<file path="src/hw/rtl/assert_macros.svh">
// assertion macros shared by the rtl of the fader pickup block
// no dependencies; the checks collapse to nothing in synthesis
`ifndef ASSERT_MACROS_SVH
`define ASSERT_MACROS_SVH
`ifndef SYNTHESIS
// property that must hold at every rising edge outside reset
`define ASSERT_ALWAYS(label, clk, rst_n, prop) \
	label: assert property (@(posedge clk) disable iff (!(rst_n)) (prop)) \
		else $error("assertion failed");
// implication checked in the cycle after the condition
`define ASSERT_NEXT(label, clk, rst_n, cond, prop) \
	label: assert property (@(posedge clk) disable iff (!(rst_n)) (cond) |=> (prop)) \
		else $error("assertion failed");
`else
`define ASSERT_ALWAYS(label, clk, rst_n, prop)
`define ASSERT_NEXT(label, clk, rst_n, cond, prop)
`endif
`endif

</file>
<file path="src/hw/rtl/fstp_pkg.sv">
// types, codes and helpers of the fader soft-takeover pickup block
// no dependencies; imported by fader_soft_takeover_pickup
package fstp_pkg;

	localparam int VALUE_BITS  = 14;
	localparam int THRESH_BITS = 15;
	localparam int STATE_BITS  = 3;

	localparam logic [THRESH_BITS-1:0] THRESH_RESET = 15'd16;

	// opcode values
	localparam logic OP_HOST = 1'b0;
	localparam logic OP_HW   = 1'b1;

	// external pickup state codes
	localparam logic [STATE_BITS-1:0] CODE_RESET        = 3'd0;
	localparam logic [STATE_BITS-1:0] CODE_HW_UNKNOWN   = 3'd1;
	localparam logic [STATE_BITS-1:0] CODE_HOST_UNKNOWN = 3'd2;
	localparam logic [STATE_BITS-1:0] CODE_SYNCED       = 3'd3;
	localparam logic [STATE_BITS-1:0] CODE_TOO_HIGH     = 3'd4;
	localparam logic [STATE_BITS-1:0] CODE_TOO_LOW      = 3'd5;

	typedef logic [VALUE_BITS-1:0]  value_t;
	typedef logic [THRESH_BITS-1:0] thresh_t;

	typedef struct packed {
		logic   opcode;
		value_t level;
	} in_item_t;

	typedef struct packed {
		logic                  is_synced;
		logic [STATE_BITS-1:0] pickup_state;
	} out_item_t;

	// internal pickup state, one-hot
	typedef enum logic [5:0] {
		ST_RESET        = 6'b000001,
		ST_HW_UNKNOWN   = 6'b000010,
		ST_HOST_UNKNOWN = 6'b000100,
		ST_SYNCED       = 6'b001000,
		ST_TOO_HIGH     = 6'b010000,
		ST_TOO_LOW      = 6'b100000
	} pickup_st_t;

	// one-hot state to external code
	function automatic logic [STATE_BITS-1:0] state_code(input pickup_st_t st);
		logic [STATE_BITS-1:0] code;
		unique case (st)
			ST_HW_UNKNOWN:   code = CODE_HW_UNKNOWN;
			ST_HOST_UNKNOWN: code = CODE_HOST_UNKNOWN;
			ST_SYNCED:       code = CODE_SYNCED;
			ST_TOO_HIGH:     code = CODE_TOO_HIGH;
			ST_TOO_LOW:      code = CODE_TOO_LOW;
			default:         code = CODE_RESET;
		endcase
		return code;
	endfunction

endpackage

</file>
<file path="src/hw/rtl/fader_soft_takeover_pickup.sv">
// top level of the fader soft-takeover pickup tracker
// depends on fstp_pkg and assert_macros.svh
//
//  channel | signals                          | direction
//  --------+----------------------------------+----------
//  in      | in_valid, in_ready, in_data      | input transactions
//  out     | out_valid, out_ready, out_data   | one result per input
//  cfg     | cfg_valid, cfg_ready, cfg_data   | sync threshold write
//
// each transaction passes through the input register, then the result register, from
// acceptance to result; one transaction per cycle sustained while out_ready is high.
// the pickup state and both positions update as a transaction leaves the input
// register, so a following transaction sees them at once.
// a stalled result holds the input register, which then holds in_ready low.
// reset: state reset, positions zero, threshold 16; cfg_ready is always high.
module fader_soft_takeover_pickup (
	input  logic                 clk,
	input  logic                 arst_n,
	input  logic                 in_valid,
	output logic                 in_ready,
	input  fstp_pkg::in_item_t   in_data,
	output logic                 out_valid,
	input  logic                 out_ready,
	output fstp_pkg::out_item_t  out_data,
	input  logic                 cfg_valid,
	output logic                 cfg_ready,
	input  fstp_pkg::thresh_t    cfg_data
);
	import fstp_pkg::*;

	`include "assert_macros.svh"

	logic       valid_s1;
	in_item_t   item_s1;
	logic       advance;
	thresh_t    thresh_q;
	pickup_st_t mode_q;
	value_t     host_q;
	value_t     hw_q;
	out_item_t  result_q;
	logic       out_valid_q;

	value_t                 hw_new;
	value_t                 host_new;
	logic [VALUE_BITS:0]    diff;
	logic [VALUE_BITS:0]    mag;
	logic                   near;
	logic                   above;
	logic                   below;
	pickup_st_t             classify;
	pickup_st_t             mode_next;

	// handshake
	assign advance   = !out_valid_q || out_ready;
	assign in_ready  = !valid_s1 || advance;
	assign cfg_ready = 1'b1;
	assign out_valid = out_valid_q;
	assign out_data  = result_q;

	// threshold register
	always_ff @(posedge clk or negedge arst_n) begin
		if (!arst_n) begin
			thresh_q <= THRESH_RESET;
		end else if (cfg_valid) begin
			thresh_q <= cfg_data;
		end
	end

	// input register
	always_ff @(posedge clk or negedge arst_n) begin
		if (!arst_n) begin
			valid_s1 <= 1'b0;
		end else if (in_ready) begin
			valid_s1 <= in_valid;
		end
	end

	always_ff @(posedge clk) begin
		if (in_ready && in_valid) begin
			item_s1 <= in_data;
		end
	end

	// signed difference hardware minus host, its magnitude and the compares
	always_comb begin
		hw_new   = (item_s1.opcode == OP_HW)   ? item_s1.level : hw_q;
		host_new = (item_s1.opcode == OP_HOST) ? item_s1.level : host_q;
		diff     = {1'b0, hw_new} - {1'b0, host_new};
		mag      = diff[VALUE_BITS] ? (~diff + 1'b1) : diff;
		near     = mag < thresh_q;
		below    = diff[VALUE_BITS];
		above    = !diff[VALUE_BITS] && (diff != '0);
		classify = near ? ST_SYNCED : (above ? ST_TOO_HIGH : ST_TOO_LOW);
	end

	// next pickup state
	always_comb begin
		if (item_s1.opcode == OP_HOST) begin
			if (mode_q == ST_RESET || mode_q == ST_HW_UNKNOWN) begin
				mode_next = ST_HW_UNKNOWN;
			end else begin
				mode_next = classify;
			end
		end else begin
			unique case (mode_q)
				ST_RESET, ST_HOST_UNKNOWN: mode_next = ST_HOST_UNKNOWN;
				ST_SYNCED:                 mode_next = ST_SYNCED;
				ST_TOO_HIGH:               mode_next = (near || below) ? ST_SYNCED : ST_TOO_HIGH;
				ST_TOO_LOW:                mode_next = (near || above) ? ST_SYNCED : ST_TOO_LOW;
				ST_HW_UNKNOWN:             mode_next = classify;
				default:                   mode_next = ST_RESET;
			endcase
		end
	end

	// state and positions update as the transaction moves to the result register
	always_ff @(posedge clk or negedge arst_n) begin
		if (!arst_n) begin
			mode_q <= ST_RESET;
			host_q <= '0;
			hw_q   <= '0;
		end else if (valid_s1 && advance) begin
			mode_q <= mode_next;
			host_q <= host_new;
			hw_q   <= hw_new;
		end
	end

	// result register
	always_ff @(posedge clk or negedge arst_n) begin
		if (!arst_n) begin
			out_valid_q <= 1'b0;
		end else if (advance) begin
			out_valid_q <= valid_s1;
		end
	end

	always_ff @(posedge clk) begin
		if (valid_s1 && advance) begin
			result_q.is_synced    <= (mode_next == ST_SYNCED);
			result_q.pickup_state <= state_code(mode_next);
		end
	end

	// checks
	`ASSERT_ALWAYS(a_synced_flag, clk, arst_n,
		!out_valid_q || (result_q.is_synced == (result_q.pickup_state == CODE_SYNCED)))
	`ASSERT_ALWAYS(a_result_tracks_state, clk, arst_n,
		!out_valid_q || (result_q.pickup_state == state_code(mode_q)))
	`ASSERT_NEXT(a_s1_holds, clk, arst_n, valid_s1 && !advance,
		valid_s1 && $stable(item_s1))
	`ASSERT_NEXT(a_synced_sticks, clk, arst_n,
		valid_s1 && advance && mode_q == ST_SYNCED && item_s1.opcode == OP_HW,
		mode_q == ST_SYNCED)

endmodule

</file>
<file path="config.mk">
export PLATFORM = sky130hd
export DESIGN_NAME = fader_soft_takeover_pickup
export DESIGN_NICKNAME = d
export VERILOG_FILES = /design/src/hw/rtl/fstp_pkg.sv /design/src/hw/rtl/fader_soft_takeover_pickup.sv
export VERILOG_INCLUDE_DIRS = /design/src /design/src/hw/rtl
export SDC_FILE = /design/constraint.sdc
export NUM_CORES = 1
export LEC_CHECK = 0
export BUFFER_PORTS_ARGS = -buffer_cell sky130_fd_sc_hd__buf_2
export CORE_MARGIN = 3
export CORE_UTILIZATION = 41
export DETAILED_ROUTE_END_ITERATION = 10
export PLACE_DENSITY_LB_ADDON = 0.25
export SETUP_SLACK_MARGIN = 0.05
export SLEW_MARGIN = 0
export SYNTH_ARGS = -nofsm -noshare
export SYNTH_HDL_FRONTEND = slang
export SYNTH_SLANG_ARGS = --single-unit
</file>
<file path="constraint.sdc">
create_clock -name clk -period 5.8 [get_ports clk]
set_clock_uncertainty 0.15 [all_clocks]
set_input_delay 0.29 -clock clk [delete_from_list [all_inputs] [get_ports clk]]
set_output_delay 0.29 -clock clk [all_outputs]
set_load 0.01 [all_outputs]
</file>
==> results_dict.tcl, run 1 <==
set metrics [dict create \
    worst_setup_path_end_kind "flip-flop" \
    period_share 0.935 \
    layout.cells.non_filler 644 \
    ys.warnings.count 0 \
    syn2layout_area_growth_pct 19.4 \
    dpl_cell_area_um2 4760 \
    clockBufferDepth 2 \
    ir_drop_v 0.000183 \
    cts_tree "done" \
    ys.flop_type "dfrtp_1" \
    area.sequential_um2 1850 \
    fp.dieArea_um2 12100 \
    crit_start "item_s1[14]$_DFFE_PP_" \
    netlist_area_um2 4450 \
    final_cell_area_um2 5310 \
    grtUsageMet3 0.0355 \
    drt_wl_total_um 9210 \
    place_inst 599 \
    synthTopCellsByArea "dfrtp_1 28%, edfxtp_1 13%, ha_1 8.2%" \
    status "completed" \
    final_nets 569 \
    syn-num-nets 506 \
    multiInputGateArea_um2 2460 \
    cts_sinks 70 \
    rows 37 \
    layout-drive-gt1-share 0.217 \
    clk_pin_slew_ns 0.09 \
    synth_seq_cells 70 \
    clock_latency_ns 0.35 \
    die_h_um 110 \
    rsz0062_at_grt "false" \
    crit_path_top_delay_cell "a2111oi_4" \
    slew_headroom 0.315 \
    htree_levels 3 \
    routedWlPerCell_um 14.3 \
    syn-instance-count 441 \
    powerDensity_nw_per_um2 452 \
    cp.arrival_ns 5.38 \
    power_leakage_nw 2.30 \
    hold_viol_final 0 \
    synth_top_area_cell "dfrtp_1" \
    finalCoreUtilization 0.510 \
    crit_type "flip-flop to flip-flop" \
    maxCapViolCount 0 \
    antenna_left 0 \
    cp-start-kind "flip-flop" \
    grt_max_degree 52 \
    drt_iter0_markers 177 \
    r2r_start "item_s1[14]$_DFFE_PP_" \
    start_util 0.427 \
    met1_usage 0.211 \
    cpMostUsedCell "ha_1" \
    grt-busiest-layer "met2" \
    tightest_slew_ns 1.03 \
    yosys.cell_types.count 60 \
    numPortBuffers 40 \
    hp-start "cfg_data[4]" \
    vias_per_cell 5.24 \
    reg2reg_slack_ns 0.38 \
    synth_top_area_frac 0.276 \
    numCtsBuffers 9 \
    async_flop_share 0.729 \
    antenna_cells 0 \
    setup_tns_ns 0 \
    synth_enable_flop_cells 19 \
    fmax_mhz 184 \
    antenna_found_initial 0 \
    grt_overflow_total 0 \
    cts_root_buf "clkbuf_8" \
    finalCriticalPeriod_ns 5.42 \
    ios 42 \
    setup_viol 0 \
    slowest_delay_ns 0.44 \
    core_area_um2 10400 \
    gp_congestion 0.889 \
    timing.hold.ws_ns 0.0139 \
    drc 0 \
    first_pass_iters 4 \
    via_count 3373 \
    grt_pass1_vias 3293 \
    die_x_um 110 \
    grt_use_total 0.160 \
    hold_path.class "primary input to flip-flop" \
    gr-usage-met2 0.261 \
    grt_pass1_wl_um 15300 \
    dpl.hpwl_um 6480 \
    critPathMaxFanout 17 \
    ys_seq_area_frac 0.416 \
    crit_required_ns 5.76 \
    syn_area_per_cell_um2 10.1 \
    crit_chain "buf_12, mux2_2, ha_1, a21o_1, a31o_1, or3_4, a2111oi_4, nand4_4, o21ai_0, xnor2_1, ha_1, nand4_1, a2111oi_2, a211o_1, o22ai_1, o211ai_1, o211ai_2, a221o_1" \
    maxSlewViolCount 0 \
    fillers 957 \
]
layout by cell type (no fill, tap or decap), types with 9 or more instances in the layout:
master,netlist,layout
nand2_1,49,49
xnor2_1,17,16
o21ai_0,56,52
edfxtp_1,19,19
mux2i_1,14,14
clkbuf_8,0,9
dfrtp_1,49,49
nor2_1,15,15
inv_1,24,24
a21oi_1,10,10
buf_2,0,40
ha_1,29,29
dlygate4sd3_1,0,28
mux2_2,29,29
cells in the mapped netlist, types with 10 or more instances:
cell type  number
o21ai_0        56
ha_1           29
edfxtp_1       19
nand2_1        49
nor2_1         15
mux2_2         29
mux2i_1        14
a21oi_1        10
inv_1          24
clkbuf_1       19
xnor2_1        17
dfrtp_1        49
layout make-up:
class,instances,share of cell area
Clock inverter,6,0.0134
Tap cell,136,0.0320
Clock buffer,9,0.0233
Inverter,24,0.0170
Multi-Input combinational cell,326,0.463
Timing Repair Buffer,73,0.103
Sequential cell,70,0.348
report_power, final:
group / total (mW) / internal (mW) / switching [mW]
combinational: 1.31 / 0.577 / 0.734
clock: 0.400 / 0.200 / 0.200
sequential: 0.693 / 0.623 / 0.0702
kinds of logic after synthesis:
family                     count (synthesis)  share of synthesized area
adders and majority gates                 30                     0.0861
DFF                                       70                      0.416
muxes                                     44                      0.108
AOI/OAI and AO/OA                        117                      0.177
other                                      1                   0.000843
xor gates and xnor gates                  25                     0.0509
and+or+nand+nor                          109                      0.120
buffers and inverters                     45                     0.0405
critical path: cells and delay by family, from the launching register on:
family | cells | cell delay (ns)
AO/OA/AOI/OAI | 10 | 2.54
XOR/XNOR | 1 | 0.11
adder cells (fa/ha/maj) | 2 | 0.68
buffers and inverters | 1 | 0.18
flip-flops | 1 | 0.40
multiplexers | 1 | 0.36
AND/OR/NAND/NOR | 3 | 0.76
final timing paths:
check,cells past startpoint,end
max,18,out_data[0]$_DFFE_PP_
min,3,thresh_q[4]$_DFFE_PN1P_
max reg2reg,18,out_data[0]$_DFFE_PP_
min reg2reg,2,host_q[1]$_DFFE_PN0P_
max in group asynchronous,3,hw_q[12]$_DFFE_PN0P_
min in group asynchronous,3,mode_q[1]$_DFFE_PN0P_
what timing repair did:
item                       4_1_cts  5_1_grt
hold endpoints to repair        76        0
hold buffers                    28        0
setup buffers                    0        1
setup endpoints to repair        0        4
gates resized for setup          0       11
layer usage:
layer | wire length, um | share of wire | vias up
li1 | - | - | 1718
met1 | 4560 | 0.49 | 1591
met2 | 4240 | 0.46 | 55
met3 | 300 | 0.033 | 9
met4 | 114 | 0.012 | 0
met5 | 0 | 0 | -
through the flow:
step | power, mW | setup slack, ns
floorplan | 1.69 | 0.0573
global placement | 1.92 | 0.420
finish | 2.40 | 0.379
detailed placement | 1.96 | 0.183
global route | 2.63 | 0.0513
CTS | 2.38 | 0.174
flip-flops by register name, indices dropped and copies added (netlist names):
signal and flops:
host_q 14, hw_q 14, item_s1 15, mode_q 6, out_data 4, out_valid 1
thresh_q 15, valid_s1 1
No activity file was read; power rests on OpenSTA's default activity.
==> run 2: changes to the inputs <==
- BUFFER_PORTS_ARGS: -buffer_cell sky130_fd_sc_hd__buf_2 -> unset
- DONT_BUFFER_PORTS: unset -> 1
==> results_dict.tcl, run 2 (synthesis gave the netlist of run 1 again) <==
set metrics [dict create \
    hp-start "out_ready" \
    ios 42 \
    gp_congestion 0.882 \
    grt_use_total 0.158 \
    drt_wl_total_um 9020 \
    grt_pass1_vias 3297 \
    grt_max_degree 52 \
    first_pass_iters 4 \
    antenna_left 0 \
    whs_path_depth 2 \
    r2r-end "out_data[0]$_DFFE_PP_" \
    numCtsBuffers 9 \
    fillers 962 \
    hold_viol_final 0 \
    routedWlPerCell_um 14.8 \
    clockBufferDepth 2 \
    antenna_found_initial 0 \
    hold_path_end "valid_s1$_DFFE_PN0N_" \
    vias_per_cell 5.39 \
    finalCriticalPeriod_ns 5.44 \
    worst_setup_path_end_kind "flip-flop" \
    fp.dieArea_um2 12100 \
    hold_path.class "primary input to flip-flop" \
    grt_pass1_wl_um 15200 \
    setup_tns_ns 0 \
    slew_headroom 0.357 \
    final_cell_mix "52 x o21ai_0, 49 x nand2_1, 49 x dfrtp_1, 34 x dlygate4sd3_1" \
    cp.arrival_ns 5.39 \
    die_h_um 110 \
    finalCoreUtilization 0.495 \
    cts_root_buf "clkbuf_8" \
    rsz0062_at_grt "false" \
    antenna_cells 0 \
    crit_type "flip-flop to flip-flop" \
    timing.hold.ws_ns 0.0589 \
    clock_latency_ns 0.35 \
    top_regs "item_s1 (15), thresh_q (15)" \
    maxCapViolCount 0 \
    rows 37 \
    ir_drop_v 0.000174 \
    clk_pin_slew_ns 0.08 \
    via_count 3289 \
    htree_levels 3 \
    die_x_um 110 \
    dpl.hpwl_um 6600 \
    status "completed" \
    period_share 0.938 \
    numPortBuffers 0 \
    final_common_cell "o21ai_0" \
    cts_sinks 70 \
    crit_required_ns 5.75 \
    drt_iter0_markers 155 \
    start_util 0.427 \
    r2r_start "item_s1[14]$_DFFE_PP_" \
    reg2reg_depth 18 \
    syn2layout_area_growth_pct 15.8 \
    core_area_um2 10400 \
    dpl_cell_area_um2 4560 \
    drc 0 \
    fmax_mhz 184 \
    final_nets 534 \
    grt_overflow_total 0 \
    tightest_slew_ns 0.963 \
    reg2reg_slack_ns 0.36 \
    cts_tree "done" \
    cp-start-kind "flip-flop" \
    powerDensity_nw_per_um2 456 \
    final_cell_area_um2 5150 \
    power_leakage_nw 2.15 \
    critPathMaxFanout 34 \
    layout-drive-gt1-share 0.143 \
    maxSlewViolCount 0 \
    setup_viol 0 \
]
[run 2: changes by cell type in the layout (fill, tap and decap cells not counted), sizes merged]
cell | previous run | this run
dlygate4sd3 | 28 | 34
bufinv | 1 | 0
clkbuf | 10 | 9
buf | 44 | 4
inv | 26 | 27
clkinv | 1 | 2
[run 2: worst max path at each step]
stage	startpoint	end	slack, ns	depth (start not counted)
after floorplan	item_s1[14]$_DFFE_PP_	out_data[0]$_DFFE_PP_	0.06	21
after global placement	item_s1[14]$_DFFE_PP_	out_data[0]$_DFFE_PP_	0.43	20
after detailed placement	item_s1[14]$_DFFE_PP_	out_data[0]$_DFFE_PP_	0.14	20
after CTS	item_s1[14]$_DFFE_PP_	out_data[0]$_DFFE_PP_	0.11	20
after global routing	item_s1[14]$_DFFE_PP_	out_data[0]$_DFFE_PP_	0.003	18
final	item_s1[14]$_DFFE_PP_	out_data[0]$_DFFE_PP_	0.36	18
[run 2: what timing repair did]
item,in CTS,in global routing
buffers inserted,0,1
resized for setup,0,10
setup endpoints to repair,0,5
hold buffers,35,0
hold endpoints to repair,83,0
[run 2: through the flow]
step / cells / power, mW / setup WS (ns)
3_3_place_gp: 558 / 1.89 / 0.426
5_1_grt: 610 / 2.58 / 0.00251
4_1_cts: 609 / 2.33 / 0.109
6_report: 610 / 2.35 / 0.360
2_1_floorplan: 441 / 1.69 / 0.0573
3_5_place_dp: 558 / 1.93 / 0.145
[run 2: report_power, final]
part           internal (mW)  switching, mW
sequential             0.624         0.0786
clock                  0.159          0.202
combinational          0.569          0.718
total                   1.35          0.999
[run 2: worst max-delay path, cell delays in order, from the launching register on]
cell and delay [ns]:
edfxtp_1 0.38, buf_12 0.23, mux2_2 0.37, ha_1 0.40
a21o_1 0.27, a31o_1 0.23, or3_4 0.41, a2111oi_4 0.44
nand4_4 0.20, o21ai_1 0.19, xor2_1 0.10, ha_1 0.31
nand4_1 0.16, a2111oi_2 0.34, a211o_1 0.25, o22ai_1 0.11
o211ai_1 0.21, o211ai_2 0.15, a221o_1 0.27
[run 2: routing by layer]
layer,routed length (um),share of wire,track usage
met5,0,0,0
met4,152,0.017,0.0536
met3,343,0.038,0.0396
met2,4100,0.45,0.254
met1,4430,0.49,0.209
[run 2: layout make-up]
class                      instances  area [um2]  share of cell area
clock buffer                       9         124              0.0240
tap                              136         170              0.0330
sequential                        70        1850               0.359
clock inverter                     7        55.1              0.0107
inverter                          24        90.1              0.0175
multi-input combinational        326        2460               0.478
timing repair buffer              38         403              0.0782
==> run 3: changes to the inputs <==
- SETUP_SLACK_MARGIN: 0.05 -> 0.5
==> results_dict.tcl, run 3 (synthesis gave the netlist of run 1 again) <==
set metrics [dict create \
    fmax_mhz 194 \
    place_inst 558 \
    cts_sinks 70 \
    drc 0 \
    final_nets 559 \
    setup_tns_ns 0 \
    start_util 0.427 \
    finalCoreUtilization 0.546 \
    crit_chain "buf_4, clkbuf_16, mux2_2, ha_2, a21o_1, a31o_1, or3_4, a2111oi_4, nand4_4, o21ai_2, xor2_1, ha_1, a211oi_1, nor2_1, o221a_2, a211o_1, or3_1, o211ai_2, a221o_1" \
    fp.dieArea_um2 12100 \
    routedWlPerCell_um 15.3 \
    cts_tree "done" \
    maxCapViolCount 0 \
    top_regs "item_s1 (15), thresh_q (15)" \
    via_count 3414 \
    vias_per_cell 5.38 \
    clock_latency_ns 0.36 \
    cts_root_buf "clkbuf_8" \
    slowest_delay_ns 0.45 \
    final_cell_area_um2 5690 \
    drt_iter0_markers 122 \
    dpl.hpwl_um 6520 \
    ir_drop_v 0.000188 \
    grt_pass1_vias 3321 \
    layout.cells.non_filler 635 \
    tightest_slew_ns 1.03 \
    grt_max_degree 52 \
    worst_setup_path_end_kind "flip-flop" \
    crit_required_ns 5.87 \
    grt_pass1_wl_um 15600 \
    critPathMaxFanout 8 \
    grt_overflow_total 0 \
    total_power_mw 2.77 \
    die_h_um 110 \
    cp-start-kind "flip-flop" \
    antenna_cells 0 \
    hold_viol_final 0 \
    htree_levels 3 \
    powerDensity_nw_per_um2 486 \
    maxSlewViolCount 0 \
    dpl_cell_area_um2 4570 \
    slew_headroom 0.315 \
    setup_viol 0 \
    gp_congestion 0.894 \
    core_area_um2 10400 \
    clockBufferDepth 2 \
    numPortBuffers 0 \
    period_share 0.891 \
    crit_path_top_delay_cell "edfxtp_1" \
    first_pass_iters 4 \
    rsz0062_at_grt "true" \
    antenna_found_initial 0 \
    finalCriticalPeriod_ns 5.17 \
    status "completed" \
    cp.arrival_ns 5.24 \
    ios 42 \
    numCtsBuffers 9 \
    final_cell_mix "49 x nand2_1, 49 x dfrtp_1, 47 x o21ai_0, 34 x dlygate4sd3_1, 28 x mux2_2" \
    antenna_left 0 \
    drt_wl_total_um 9690 \
    power_leakage_nw 2.36 \
    hold_path.class "primary input to flip-flop" \
    rows 37 \
    die_x_um 110 \
    layout-drive-gt1-share 0.253 \
    syn2layout_area_growth_pct 27.8 \
    grt_use_total 0.165 \
    clk_pin_slew_ns 0.08 \
    crit_type "flip-flop to flip-flop" \
]
-- run 3: cell count changes in the layout (fill, tap and decap cells not counted), moves of 4 or more --
cell and delta:
mux2i_1 -4, ha_1 -9, ha_4 +4, ha_2 +5, buf_4 +21, o21ai_0 -5
o21ai_2 +5
-- run 3: stage by stage --
stage               hold slack, ns  worst slack, ns
floorplan                   -0.156            0.580
global placement            -0.154            0.471
detailed placement          -0.154            0.221
CTS                         0.0549            0.502
global route                0.0755            0.365
finish                      0.0630            0.632
-- run 3: worst paths after layout --
kind                                        start                 endpoint  slack, ns  cells after the start
setup / recovery            item_s1[14]$_DFFE_PP_    out_data[0]$_DFFE_PP_       0.63                     19
hold / removal                          out_ready     valid_s1$_DFFE_PN0N_       0.06                      2
setup reg to reg            item_s1[14]$_DFFE_PP_    out_data[0]$_DFFE_PP_       0.63                     19
hold reg to reg            host_q[12]$_DFFE_PN0P_   host_q[12]$_DFFE_PN0P_       0.33                      2
max in group asynchronous                  arst_n  thresh_q[4]$_DFFE_PN1P_       4.88                      2
min in group asynchronous                  arst_n   host_q[13]$_DFFE_PN0P_       0.34                      2
-- run 3: critical path, delay by kind of cell, from the launching register on --
family / cells / cell delay, ns
adder cells (fa/ha/maj): 2 / 0.49
XOR/XNOR: 1 / 0.23
multiplexers: 1 / 0.29
AND/OR/NAND/NOR: 4 / 1.05
flip-flops: 1 / 0.45
AO/OA/AOI/OAI: 9 / 2.02
buffers and inverters: 2 / 0.34
-- run 3: metal layers --
layer,routed length (um),vias to the layer above,track usage
li1,-,1708,-
met1,4520,1619,0.217
met2,4600,67,0.267
met3,349,20,0.0355
met4,224,0,0.0624
met5,0,-,0
-- run 3: area by class of cell --
cell class	count	area, um2
multi-input cells	326	2670
flip-flops and latches	70	1850
well taps	136	170
clock buffers	10	138
repair buffers	63	649
fillers	905	4730
inverters	24	90.1
clock inverters	6	116
-- run 3: power by group --
part,switching (mW),leakage (nW),internal (mW),total [mW]
Combinational,0.824,1.43,0.732,1.56
Clock,0.203,0.127,0.301,0.504
Sequential,0.0813,0.802,0.624,0.706
-- run 3: what timing repair did --
| action | 4_1_cts | 5_1_grt |
|---|---|---|
| gates resized for setup | 10 | 49 |
| gates cloned | 1 | 1 |
| hold endpoints to repair | 83 | 0 |
| pin swaps | 5 | 30 |
| setup endpoints to repair | 4 | 7 |
| hold buffers | 35 | 0 |
| setup buffers | 5 | 19 |
